## src/sv/mexp_pkg.sv

```systemverilog
// shared constants for the modular exponentiation chain
package mexp_pkg;

    localparam int DEFAULT_WORD_WIDTH = 32;
    localparam int KEY_WIDTH          = 32;
    localparam int PIXEL_WIDTH        = 16;

    localparam logic [63:0] KEY_PRIME_P = 64'd52223;
    localparam logic [63:0] KEY_PRIME_Q = 64'd50833;

    localparam logic [KEY_WIDTH-1:0] EXPONENT_RESET = 32'd758442487;
    localparam logic [KEY_WIDTH-1:0] MODULUS_RESET  = 32'(KEY_PRIME_P * KEY_PRIME_Q);

    typedef enum logic
    {
        CFG_EXPONENT = 1'b0,
        CFG_MODULUS  = 1'b1
    } cfg_index_t;

endpackage

```

## src/sv/mexp_mul_cell.sv

```systemverilog
// one shift-and-add step of a modular multiplication
module mexp_mul_cell #(
    parameter int W    = mexp_pkg::DEFAULT_WORD_WIDTH,
    parameter int STEP = 0
) (
    input  logic         clk,
    input  logic         rst_n,
    input  logic [W-1:0] modulus,
    input  logic         in_valid,
    input  logic [W-1:0] in_acc,
    input  logic [W-1:0] in_a,
    input  logic [W-1:0] in_b,
    input  logic [W-1:0] in_base,
    output logic         out_valid,
    output logic [W-1:0] out_acc,
    output logic [W-1:0] out_a,
    output logic [W-1:0] out_b,
    output logic [W-1:0] out_base
);

    localparam int BIT = W - 1 - STEP;

    logic         valid_reg;
    logic [W-1:0] acc_reg;
    logic [W-1:0] a_reg;
    logic [W-1:0] b_reg;
    logic [W-1:0] base_reg;
    logic [W:0]   dbl;
    logic [W:0]   sum;
    logic [W-1:0] acc_next;

    always_comb
    begin
        dbl = {in_acc, 1'b0};
        if (dbl >= {1'b0, modulus})
        begin
            dbl = dbl - {1'b0, modulus};
        end
        sum = dbl;
        if (in_b[BIT])
        begin
            sum = dbl + {1'b0, in_a};
            if (sum >= {1'b0, modulus})
            begin
                sum = sum - {1'b0, modulus};
            end
        end
        acc_next = sum[W-1:0];
    end

    always_ff @(posedge clk or negedge rst_n)
    begin
        if (!rst_n)
        begin
            valid_reg <= 1'b0;
        end
        else
        begin
            valid_reg <= in_valid;
        end
    end

    always_ff @(posedge clk)
    begin
        acc_reg  <= acc_next;
        a_reg    <= in_a;
        b_reg    <= in_b;
        base_reg <= in_base;
    end

    assign out_valid = valid_reg;
    assign out_acc   = acc_reg;
    assign out_a     = a_reg;
    assign out_b     = b_reg;
    assign out_base  = base_reg;

endmodule

```

## config.mk

```make
export PLATFORM = sky130hd
export DESIGN_NAME = mexp_mul_cell
export DESIGN_NICKNAME = d
export VERILOG_FILES = /design/src/sv/mexp_pkg.sv /design/src/sv/mexp_mul_cell.sv
export SDC_FILE = /design/constraint.sdc
export NUM_CORES = 1
export LEC_CHECK = 0
export ABC_CLOCK_PERIOD_IN_PS = 800
export BUFFER_PORTS_ARGS = -buffer_cell sky130_fd_sc_hd__buf_2
export CAP_MARGIN = 20
export CORE_AREA = 4 4 131 133
export DETAILED_ROUTE_END_ITERATION = 10
export DIE_AREA = 0 0 135 137
export PLACE_DENSITY_LB_ADDON = 0.12
export SYNTH_ARGS = -nofsm -noshare
export SYNTH_HDL_FRONTEND = slang
export SYNTH_SLANG_ARGS = --single-unit
```

## constraint.sdc

```tcl
create_clock -name clk -period 0.8 [get_ports clk]
set_input_delay 0.16 -clock clk [delete_from_list [all_inputs] [get_ports clk]]
set_output_delay 0.16 -clock clk [all_outputs]
set_load 0.05 [all_outputs]
```

==> flow_summary.ini, run 1 <==
[clock_network]
cts_setup_buffers = 27
holdBufCountCts = 97
root_buffer = clkbuf_16
cts_buffer_depth = 2
cts_buffers = 17
clock_sinks = 129
htreeDepth = 4
cts_resized = 592

[synthesis]
async_flop_share_pct = 0.775
yosysWarningCount = 0
synth_top_area_cell = dfxtp_1
synth_area_leaders = dfxtp_1 (29%), ha_1 (14%), xnor2_1 (5.5%)
ys_types = 81
synth_cells = 1023
synthTopCellsByCount = dfxtp_1 (128), ha_1 (96), a21oi_1 (79)
synth_top_cell_area_share_pct = 29.2
ys_ff_latch = 129
synth_edf_count = 0
synth_area_per_cell_um2 = 8.58
synth_area_um2 = 8780
synth_nets = 1285
ys.flop_type = dfxtp_1
yosysMostFrequentCell = dfxtp_1
ys_seq_area_share_pct = 29.5

[floorplanning]
fp-row-count = 46
die_w_um = 135
die-height_um = 137
initial_core_util_pct = 55.5
ios = 292

[outcome]
error_line = [ERROR DPL-0038] Utilization greater than 100%, impossible to legalize
status = stopped before the end
stop_stage = 4_1_cts

[placement]
portBuffers = 291
gp_congestion = 0.976
hpwl_mm = 29.0
dp.cells = 1892
## cell families after synthesis
group | after synthesis | share of synthesized area [%]
adders and majority gates | 99 | 14.4
and+or+nand+nor | 259 | 14.0
buffers and inverters | 98 | 4.52
muxes | 25 | 3.21
DFF | 129 | 29.5
AOI/OAI and AO/OA | 324 | 25.5
xor gates and xnor gates | 89 | 8.96
## metrics by stage
step	worst slack, ns	cell area (um2)
after floorplan	-5.67	9050
after global placement	-6.16	13600
after detailed placement	-6.36	13600
==> inputs of run 2 (changes only) <==
Settings changed: CORE_AREA 4 4 131 133 to 4 4 154 156, DIE_AREA 0 0 135 137 to 0 0 158 160, PLACE_DENSITY_LB_ADDON 0.12 to 0.15.
==> flow_summary.ini, run 2 <==
[timing]
hold_viol = 0
clock.fmax_ghz = 0.159
period_minus_slack_ns = 6.30
whs_ns = 0.0267
rsz0062_at_grt = yes
worst_slack_ns = -5.50
tightest_slew_ns = 0.543
maxSlewViolCount = 0
maxSlewHeadroom_pct = 63.6
finalCritPeriodShare_pct = 788
setup_violations = 161

[global_routing]
groute.usage.overall_pct = 31.9
grt_max_degree = 24
grt_pass1_vias = 12100
grt_use_met2_pct = 55.1
antenna_found_initial = 0
grt_busiest_layer = met2
grt_util_met3_pct = 5.53
grt_pass1_wl_mm = 63.5
use_met1_pct = 36.7
gr-total-overflow = 0

[clock_network]
cts_buffers = 17
clock_sinks = 129
cts_buffer_depth = 2
root_buffer = clkbuf_16
path_clk_slew_ns = 0.07
htreeDepth = 4
cts_tree = yes

[floorplanning]
die_w_um = 158
dieArea_um2 = 25300
initial_core_util_pct = 39.3
fp-row-count = 55
ios = 292
coreArea_um2 = 22400
die-height_um = 160

[final_layout]
final_common_cell = buf_4
multi_input_area_um2 = 6760
area_growth_pct = 105
final_cell_mix = buf_4 (429), buf_2 (155), dfxtp_2 (128), buf_8 (128), dlygate4sd3_1 (97)
antennaDiodeCount = 0
final_cells = 2151
nets = 2115
fillers = 1317
register_area_um2 = 2750
drive_gt1_share_pct = 58.1
finish.utilization_pct = 80.6

[synthesis]
synth_edf_count = 0
yosysWarningCount = 0
synthTopCellsByCount = dfxtp_1 (128), ha_1 (96), a21oi_1 (79)
synth_cells = 1023
ys_ff_latch = 129
ys_types = 81
synth_area_per_cell_um2 = 8.58
synth_nets = 1285
async_flop_share_pct = 0.775
synth_top_cell_area_share_pct = 29.2
ys.flop_type = dfxtp_1
synth_top_area_cell = dfxtp_1
yosysMostFrequentCell = dfxtp_1
synth_area_um2 = 8780
ys_seq_area_share_pct = 29.5
synth_area_leaders = dfxtp_1 (29%), ha_1 (14%), xnor2_1 (5.5%)

[drt]
wl_mm = 44.4
antenna_left = 0
route.detailed.drc = 0
via_count = 11700
drt_iter0_drc = 959
viasPerCell = 5.46
dr.pass1.iters = 7
wl_per_cell_um = 20.7

[pwr]
pwr-share-clk_pct = 13.7
p_comb_share_pct = 71.2
p_sw_w = 0.0255
sw_frac_of_total_pct = 44.2
seq_power_share_pct = 15.1
peakVddDrop_mv = 2.63
powerDensity_nw_per_um2 = 3200
power.internal_w = 0.0322
leakage_nw = 8.57
power_w = 0.0577

[worst_setup_path]
critPathRequiredTime_ns = 1.13
worstSetupPathType = input pin to flip-flop
end_kind = flip-flop
critPathSlowestCell = or4_4
critical_path_arrival_ns = 6.63
cp-start-kind = input pin
max_stage_delay_ns = 0.49
cp_max_fo = 7

[placement]
hpwl_mm = 28.2
dp.cells = 1974
portBuffers = 291
preCtsSetupSlack_ns = -6.38
gp_congestion = 0.898

[outcome]
violations = setup timing
status = finished, violations left

[hold_path]
min_path_type = input pin to async pin

[flow_run]
cap_violations = 0
-- run 2: timing repair --
item                                    in CTS  in global routing
gates resized for setup                    620                 75
endpoints found under the hold margin       97                  0
pin swaps                                   86                 57
cloned                                       1                  1
endpoints found under the setup margin     161                161
buffers inserted                            38                 11
hold buffers                                97                  0
-- run 2: stage by stage --
step,instance area [um2],setup TNS [ns]
2_1_floorplan,9050,-170.90
3_3_place_gp,13800,-191.47
3_5_place_dp,13800,-195.41
4_1_cts,17600,-205.55
5_1_grt,18000,-216.40
6_report,18000,-208.57
-- run 2: area by class of cell --
type                            instances  area share [%]
Sequential cell                       129            15.2
Inverter                               67            1.44
Clock buffer                           17            2.36
Multi-Input combinational cell        796            37.5
Timing Repair Buffer                  842            40.7
Clock inverter                         15           0.805
Tap cell                              285            1.98
-- run 2: kinds of logic (layout without fill, tap and decap cells) --
kind of cell,Yosys count,after routing,synth area share [%]
DFF,129,129,29.5
xor gates and xnor gates,89,89,8.96
buffers and inverters,98,941,4.52
muxes,25,25,3.21
AOI/OAI and AO/OA,324,324,25.5
adders and majority gates,99,99,14.4
and+or+nand+nor,259,259,14.0
-- run 2: path summary, 6_finish.rpt --
| kind | start | to | slack [ns] | cells after the start |
|---|---|---|---|---|
| hold / removal | rst_n | out_valid$_DFF_PN0_ | 0.03 | 2 |
| max in group asynchronous | rst_n | out_valid$_DFF_PN0_ | 0.69 | 2 |
| setup / recovery | modulus[1] | out_acc[30]$_DFF_P_ | -5.50 | 33 |
| min in group clk | in_acc[15] | out_acc[16]$_DFF_P_ | 0.18 | 4 |
-- run 2: power groups by stage --
stage | registers, W | logic [W] | clock network [W]
after detailed placement | 0.00809 | 0.0316 | 0
after global routing | 0.00877 | 0.0434 | 0.00822
after CTS | 0.00864 | 0.0381 | 0.00786
after global placement | 0.00809 | 0.0315 | 0
after floorplan | 0.0118 | 0.0150 | 0
final | 0.00871 | 0.0411 | 0.00790
-- run 2: layer usage --
metal / wire (um) / vias to the layer above / share of wire, %
met5: 0 / - / 0
met4: 3190 / 0 / 7.2
met3: 3310 / 222 / 7.4
met2: 21700 / 646 / 49
met1: 16300 / 5470 / 37
li1: - / 5397 / -
-- run 2: worst max-delay path: cells and delay by family --
family,cells,cell delay (ns)
AO/OA/AOI/OAI,16,3.21
AND/OR/NAND/NOR,7,1.40
adder cells (fa/ha/maj),3,0.72
buffers and inverters,5,0.59
multiplexers,1,0.31
XOR/XNOR,1,0.20
Power figures use the tool's default switching activity.
