`config.mk`:
```
export PLATFORM = sky130hd
export DESIGN_NAME = mexp_red_cell
export DESIGN_NICKNAME = d
export VERILOG_FILES = /design/src/sv/mexp_pkg.sv /design/src/sv/mexp_red_cell.sv
export SDC_FILE = /design/constraint.sdc
export NUM_CORES = 1
export LEC_CHECK = 0
export BUFFER_PORTS_ARGS = -buffer_cell sky130_fd_sc_hd__buf_2
export CELL_PAD_IN_SITES_DETAIL_PLACEMENT = 0
export CELL_PAD_IN_SITES_GLOBAL_PLACEMENT = 1
export CORE_MARGIN = 1.5
export CORE_UTILIZATION = 36
export DETAILED_ROUTE_END_ITERATION = 12
export PLACE_DENSITY_LB_ADDON = 0.1
export SYNTH_ARGS = -nofsm -noshare
export SYNTH_HDL_FRONTEND = slang
export SYNTH_SLANG_ARGS = --single-unit
```
`constraint.sdc`:
```
create_clock -name clk -period 1.03 [get_ports clk]
set_clock_uncertainty 0.15 [all_clocks]
set_input_delay 0.206 -clock clk [delete_from_list [all_inputs] [get_ports clk]]
set_output_delay 0.206 -clock clk [all_outputs]
set_load 0.005 [all_outputs]
```
`src/sv/mexp_pkg.sv`:
```
// shared constants for the modular exponentiation chain
package mexp_pkg;

    localparam int DEFAULT_WORD_WIDTH = 32;
    localparam int KEY_WIDTH          = 32;
    localparam int PIXEL_WIDTH        = 16;

    localparam logic [63:0] KEY_PRIME_P = 64'd52223;
    localparam logic [63:0] KEY_PRIME_Q = 64'd50833;

    localparam logic [KEY_WIDTH-1:0] EXPONENT_RESET = 32'd758442487;
    localparam logic [KEY_WIDTH-1:0] MODULUS_RESET  = 32'(KEY_PRIME_P * KEY_PRIME_Q);

    typedef enum logic
    {
        CFG_EXPONENT = 1'b0,
        CFG_MODULUS  = 1'b1
    } cfg_index_t;

endpackage

```
`src/sv/mexp_red_cell.sv`:
```
// one restoring division step of the base reduction
module mexp_red_cell #(
    parameter int W = mexp_pkg::DEFAULT_WORD_WIDTH
) (
    input  logic         clk,
    input  logic         rst_n,
    input  logic [W-1:0] modulus,
    input  logic         in_valid,
    input  logic [W-1:0] in_rem,
    input  logic [W-1:0] in_dvd,
    output logic         out_valid,
    output logic [W-1:0] out_rem,
    output logic [W-1:0] out_dvd
);

    logic         valid_reg;
    logic [W-1:0] rem_reg;
    logic [W-1:0] dvd_reg;
    logic [W:0]   trial;
    logic [W-1:0] rem_next;

    always_comb
    begin
        trial = {in_rem, in_dvd[W-1]};
        if (trial >= {1'b0, modulus})
        begin
            trial = trial - {1'b0, modulus};
        end
        rem_next = trial[W-1:0];
    end

    always_ff @(posedge clk or negedge rst_n)
    begin
        if (!rst_n)
        begin
            valid_reg <= 1'b0;
        end
        else
        begin
            valid_reg <= in_valid;
        end
    end

    always_ff @(posedge clk)
    begin
        rem_reg <= rem_next;
        dvd_reg <= {in_dvd[W-2:0], 1'b0};
    end

    assign out_valid = valid_reg;
    assign out_rem   = rem_reg;
    assign out_dvd   = dvd_reg;

endmodule

```
==> results of run 1 <==
cells in the mapped netlist (all sizes together) (2+ instances only):
cell type	count
o211ai	5
nand4	8
o211a	2
a21oi	30
a41oi	3
nand2b	5
nand3	5
dfxtp	63
a221oi	2
inv	46
a211oi	4
nor2	17
o21bai	5
a21o	7
nand2	46
clkbuf	12
o31ai	4
xor2	13
o22ai	2
nor3	5
o21a	8
or3	2
o21ai	38
a31oi	4
buf	4
o221ai	2
xnor2	13
mux2	5
ha	32
o2111ai	3
and3	2
how the worst max path moves through the flow:
stage / cells past startpoint / slack [ns] / from / endpoint
floorplan: 12 / -1.71 / in_dvd[31] / out_rem[28]$_DFF_P_
global route: 13 / -1.57 / in_dvd[31] / out_rem[28]$_DFF_P_
CTS: 13 / -1.49 / in_dvd[31] / out_rem[28]$_DFF_P_
global placement: 13 / -1.89 / in_dvd[31] / out_rem[28]$_DFF_P_
detailed placement: 13 / -1.94 / in_dvd[31] / out_rem[28]$_DFF_P_
finish: 13 / -1.49 / in_dvd[31] / out_rem[28]$_DFF_P_
timing repair:
| action | 4_1_cts | 5_1_grt |
|---|---|---|
| pin swaps | 29 | 25 |
| endpoints found under the setup margin | 96 | 96 |
| cloned | 4 | 1 |
| buffers inserted | 15 | 4 |
| gates resized for setup | 34 | 76 |
| hold endpoints to repair | 60 | 2 |
logic make-up (layout without fill, tap and decap cells):
group / after synthesis / after routing / synth area share, %
xor gates and xnor gates: 26 / 26 / 6.51
muxes: 5 / 5 / 1.61
DFF: 64 / 64 / 36.8
buffers and inverters: 62 / 407 / 7.01
AOI/OAI and AO/OA: 123 / 123 / 23.2
adders and majority gates: 33 / 33 / 12.0
other: 1 / 1 / 0.107
and+or+nand+nor: 97 / 97 / 12.7
metal layers:
metal  part of all wire, %  vias to the layer above  wire [um]  track usage [%]
met5                     0                        -          0                0
met4                   1.9                        0        227             8.23
met3                   4.7                       16        562             3.93
li1                      -                     2108          -                -
met2                    51                      126       6120             40.3
met1                    43                     1905       5110             27.4
power by group:
group	leakage [nW]	internal [W]	switching [W]
combinational	2.68	0.00194	0.00148
sequential	0.544	0.00282	0.0000887
clock	0.0924	0.00102	0.00107
total	3.32	0.00579	0.00263
worst max-delay path, stage by stage:
cell	delay (ns)
buf_12	0.11
inv_12	0.04
ha_4	0.12
inv_2	0.04
fa_2	0.34
a21o_1	0.21
a221oi_4	0.29
o2111ai_2	0.14
a31o_1	0.27
a221oi_4	0.27
o221ai_2	0.14
xor2_1	0.15
mux2_2	0.26
flip-flops by register name (all words and copies together), names as in the netlist:
signal     count
out_rem       32
out_valid      1
out_dvd       31
final cells by class:
| class | instances | share of cell area [%] |
|---|---|---|
| clock buffers | 11 | 2.20 |
| clock inverters | 5 | 0.545 |
| inverters | 46 | 2.94 |
| multi-input cells | 285 | 34.6 |
| flip-flops and latches | 64 | 19.0 |
| well taps | 129 | 2.34 |
| repair buffers | 345 | 38.4 |
per-stage QoR:
step / power (W) / utilization (%) / cells / setup slack (ns)
3_3_place_gp: 0.00558 / 58.5 / 790 / -1.89
4_1_cts: 0.00821 / 70.5 / 881 / -1.49
2_1_floorplan: 0.00437 / - / 411 / -1.71
6_report: 0.00842 / 73.9 / 885 / -1.49
3_5_place_dp: 0.00562 / 58.5 / 790 / -1.94
5_1_grt: 0.00891 / 73.9 / 885 / -1.57
==> flow_summary.toml, run 1 <==
[clock_network]
cts.sinks = 64
cts_tree = "done"
clkTransAtPathRegs_ns = 0.08
clock_path_buffers = 2
htree_levels = 3
cts_hold_buf = 58
cts_buffers = 9
cts_root_buffer = "clkbuf_8"

[setup_path]
end_kind = "flop"
worstSetupStartpointType = "input pin"
critPathArrivalTime_ns = 2.59
crit_type = "input pin to flop"
required_ns = 1.10
worstPathMaxFanout = 2

[status]
violations = "negative hold slack, negative setup slack"
status = "complete, but fails checks"

[floorplanning]
core-area_um2 = 9330
die_y_um = 102
die-width_um = 102
die_area_um2 = 10300
fp-row-count = 35
ios = 164
initial_core_util_pct = 37.5

[yosys]
synth_cell_types = 49
synth-seq-cells = 64
synth_edf_count = 0
synth_seq_area_share_pct = 36.8
synth_cells = 411
yosysWarningCount = 0
syn_nets = 543
yosys-top-cells-area = "dfxtp_1, ha_1, inv_1"
syn_area_um2 = 3500
avgSynthCellArea_um2 = 8.51
synth_top_area_share_pct = 36.1
ys.flop_type = "dfxtp_1"
yosys.area.top_type = "dfxtp_1"
synth-async-reset-ratio_pct = 1.56

[power]
p_per_area_nw_per_um2 = 1220
peakVddDrop_uv = 759
power_leakage_nw = 3.32

[cells_and_area]
layout_common_cells = "buf_2, buf_4, dlygate4sd3_1, dfxtp_1, inv_1"
ff_latch_area_um2 = 1310
drive_gt1_share_pct = 53.0
fin_nets = 883
diodes = 0
fillCellCount = 711
multiInputGateArea_um2 = 2380
final_area_um2 = 6890
layout_commonest_cell = "buf_2"
area_growth_pct = 97.0

[place]
place.port_buffers = 162
postPlaceCellArea_um2 = 5460
dp_hpwl_um = 8230
gp_congestion = 0.794

[sta]
min_period_ns = 2.52
fmax_mhz = 397
hold_viol = 2
drv_slew = 0
layout_setup_ws_ns = -1.49
finalSetupViolations = 96
rsz0062_at_grt = "yes"
post-route-period-util_pct = 245
finalSetupTns_ns = -44.35
hold_slack_ns = -0.0130

[routing]
drc_errors = 0
vias = 4155
ant_nets = 0
wirelength_um = 12000
dr.pass1.iters = 4
drt_iter0_drc = 114
routed_via_density = 4.69
wl_per_cell_um = 13.6

[worst_hold_path]
holdCritPathClass = "input pin to flop"
min_path_cells = 2
worstHoldStart = "in_rem[30]"
hold_end = "out_rem[31]$_DFF_P_"

[flow_run]
cap_violations = 0

[global_route]
grt_overflow_total = 0
grt_pass1_vias = 4151
grt_start_max_net_pins = 17
antenna_found_initial = 0
grt_pass1_wl_um = 18500
track_usage_pct = 22.7
Power figures use the tool's default switching activity.
==> run 2: changes to the inputs <==
==> constraint.sdc (replaced) <==
create_clock -name clk -period 1.03 [get_ports clk]
set_clock_uncertainty 0.15 [all_clocks]
set_input_delay 0.103 -clock clk [delete_from_list [all_inputs] [get_ports clk]]
set_output_delay 0.103 -clock clk [all_outputs]
set_load 0.005 [all_outputs]
==> flow_summary.toml, run 2 (synthesis gave the netlist of run 1 again) <==
[status]
status = "complete, but fails checks"
violations = "negative hold slack, negative setup slack"

[cells_and_area]
final_area_um2 = 7050
fin_nets = 892
drive_gt1_share_pct = 53.7
multiInputGateArea_um2 = 2410
diodes = 0
layout_commonest_cell = "buf_2"
layout_common_cells = "buf_2, buf_4, dlygate4sd3_1, dfxtp_1, inv_1"
fillCellCount = 689
area_growth_pct = 102
ff_latch_area_um2 = 1310
largest_reg_flops = 32

[global_route]
grt_overflow_total = 0
grt_pass1_wl_um = 18700
track_usage_pct = 23.0
antenna_found_initial = 0
grt_start_max_net_pins = 17
grt_pass1_vias = 4158

[clock_network]
cts_hold_buf = 63
htree_levels = 3
clock_path_buffers = 2
cts.sinks = 64
cts_buffers = 9
cts_root_buffer = "clkbuf_8"
cts_tree = "done"
clkTransAtPathRegs_ns = 0.08

[power]
power_switching_w = 0.00276
power_leakage_nw = 3.38
peakVddDrop_uv = 808
p_per_area_nw_per_um2 = 1220
seqPwrFrac_pct = 34.0
swShare_pct = 32.0
p_comb_share_pct = 41.4
internal-power_w = 0.00587
pwr-share-clk_pct = 24.6

[floorplanning]
die_y_um = 102
die_area_um2 = 10300
ios = 164
fp-row-count = 35
die-width_um = 102
core-area_um2 = 9330
initial_core_util_pct = 37.5

[worst_hold_path]
holdCritPathClass = "input pin to flop"
min_path_cells = 3
worstHoldStart = "in_dvd[31]"
hold_end = "out_rem[0]$_DFF_P_"

[place]
postPlaceCellArea_um2 = 5460
dp_hpwl_um = 8230
gp_congestion = 0.794
place.port_buffers = 162

[sta]
drv_slew = 0
fmax_mhz = 415
layout_setup_ws_ns = -1.38
hold_slack_ns = -0.151
rsz0062_at_grt = "yes"
hold_viol = 2
finalSetupTns_ns = -36.02
post-route-period-util_pct = 234
finalSetupViolations = 34
min_period_ns = 2.41

[routing]
wirelength_um = 13400
wl_per_cell_um = 15.0
ant_nets = 0
routed_via_density = 4.79
dr.pass1.iters = 5
drc_errors = 0
vias = 4278
drt_iter0_drc = 135

[setup_path]
critPathArrivalTime_ns = 2.48
worstSetupStartpointType = "input pin"
slowest_stage = "fa_2"
cpMostUsedCell = "a221oi_4"
worstPathMaxFanout = 2
required_ns = 1.10
worstPathCellList = "buf_12, inv_12, ha_4, inv_2, fa_2, a21o_1, a221oi_4, o2111ai_2, a31o_1, a221oi_4, o221ai_2, xor2_1, mux2_2"
end_kind = "flop"
crit_type = "input pin to flop"
slowest_delay_ns = 0.33

[flow_run]
cap_violations = 0
## run 2: cell types whose count changed in the layout (fill, tap and decap cells not counted), sizes merged
cell	before	now
buf	286	290
dlygate4sd3	58	63
## run 2: worst max path at each step
stage / slack, ns / startpoint / to / cells past startpoint
finish: -1.38 / in_dvd[31] / out_rem[28]$_DFF_P_ / 13
global route: -1.45 / in_dvd[31] / out_rem[28]$_DFF_P_ / 13
CTS: -1.39 / in_dvd[31] / out_rem[28]$_DFF_P_ / 13
detailed placement: -1.84 / in_dvd[31] / out_rem[28]$_DFF_P_ / 13
global placement: -1.78 / in_dvd[31] / out_rem[28]$_DFF_P_ / 13
floorplan: -1.61 / in_dvd[31] / out_rem[28]$_DFF_P_ / 12
## run 2: worst max-delay path: cells and delay by family
family	cells	cell delay, ns
adder cells (fa/ha/maj)	2	0.45
buffers and inverters	3	0.18
XOR/XNOR	1	0.15
multiplexers	1	0.26
AO/OA/AOI/OAI	6	1.31
## run 2: timing repair
item / CTS / global route
gates cloned: 4 / 1
pin swaps: 29 / 22
endpoints found under the hold margin: 65 / 2
buffers inserted: 15 / 9
gates resized for setup: 34 / 99
endpoints found under the setup margin: 48 / 92
## run 2: power groups by stage
stage	registers, W	clock network (W)	logic (W)
after floorplan	0.00300	0	0.00137
after global placement	0.00294	0	0.00264
after detailed placement	0.00294	0	0.00268
after CTS	0.00289	0.00216	0.00317
after global routing	0.00296	0.00231	0.00386
final	0.00293	0.00213	0.00357
## run 2: metal layers
layer / share of wire (%) / vias up / track usage, %
met3: 4.0 / 29 / 3.86
li1: - / 2134 / -
met1: 41 / 1976 / 28.0
met2: 52 / 139 / 40.4
met5: 0 / - / 0
met4: 3.1 / 0 / 8.55
## run 2: cell type report
type                            count  share of cell area (%)
Timing Repair Buffer              354                    39.4
Multi-Input combinational cell    285                    34.2
Sequential cell                    64                    18.6
Inverter                           46                    2.87
Tap cell                          129                    2.29
Clock buffer                       11                    2.15
Clock inverter                      5                   0.532
## run 2: stage by stage
step / setup slack [ns] / util [%] / instances / total power, W
floorplan: -1.61 / - / 411 / 0.00437
global placement: -1.78 / 58.5 / 790 / 0.00558
detailed placement: -1.84 / 58.5 / 790 / 0.00562
CTS: -1.39 / 71.1 / 886 / 0.00822
global route: -1.45 / 75.6 / 894 / 0.00913
finish: -1.38 / 75.6 / 894 / 0.00863
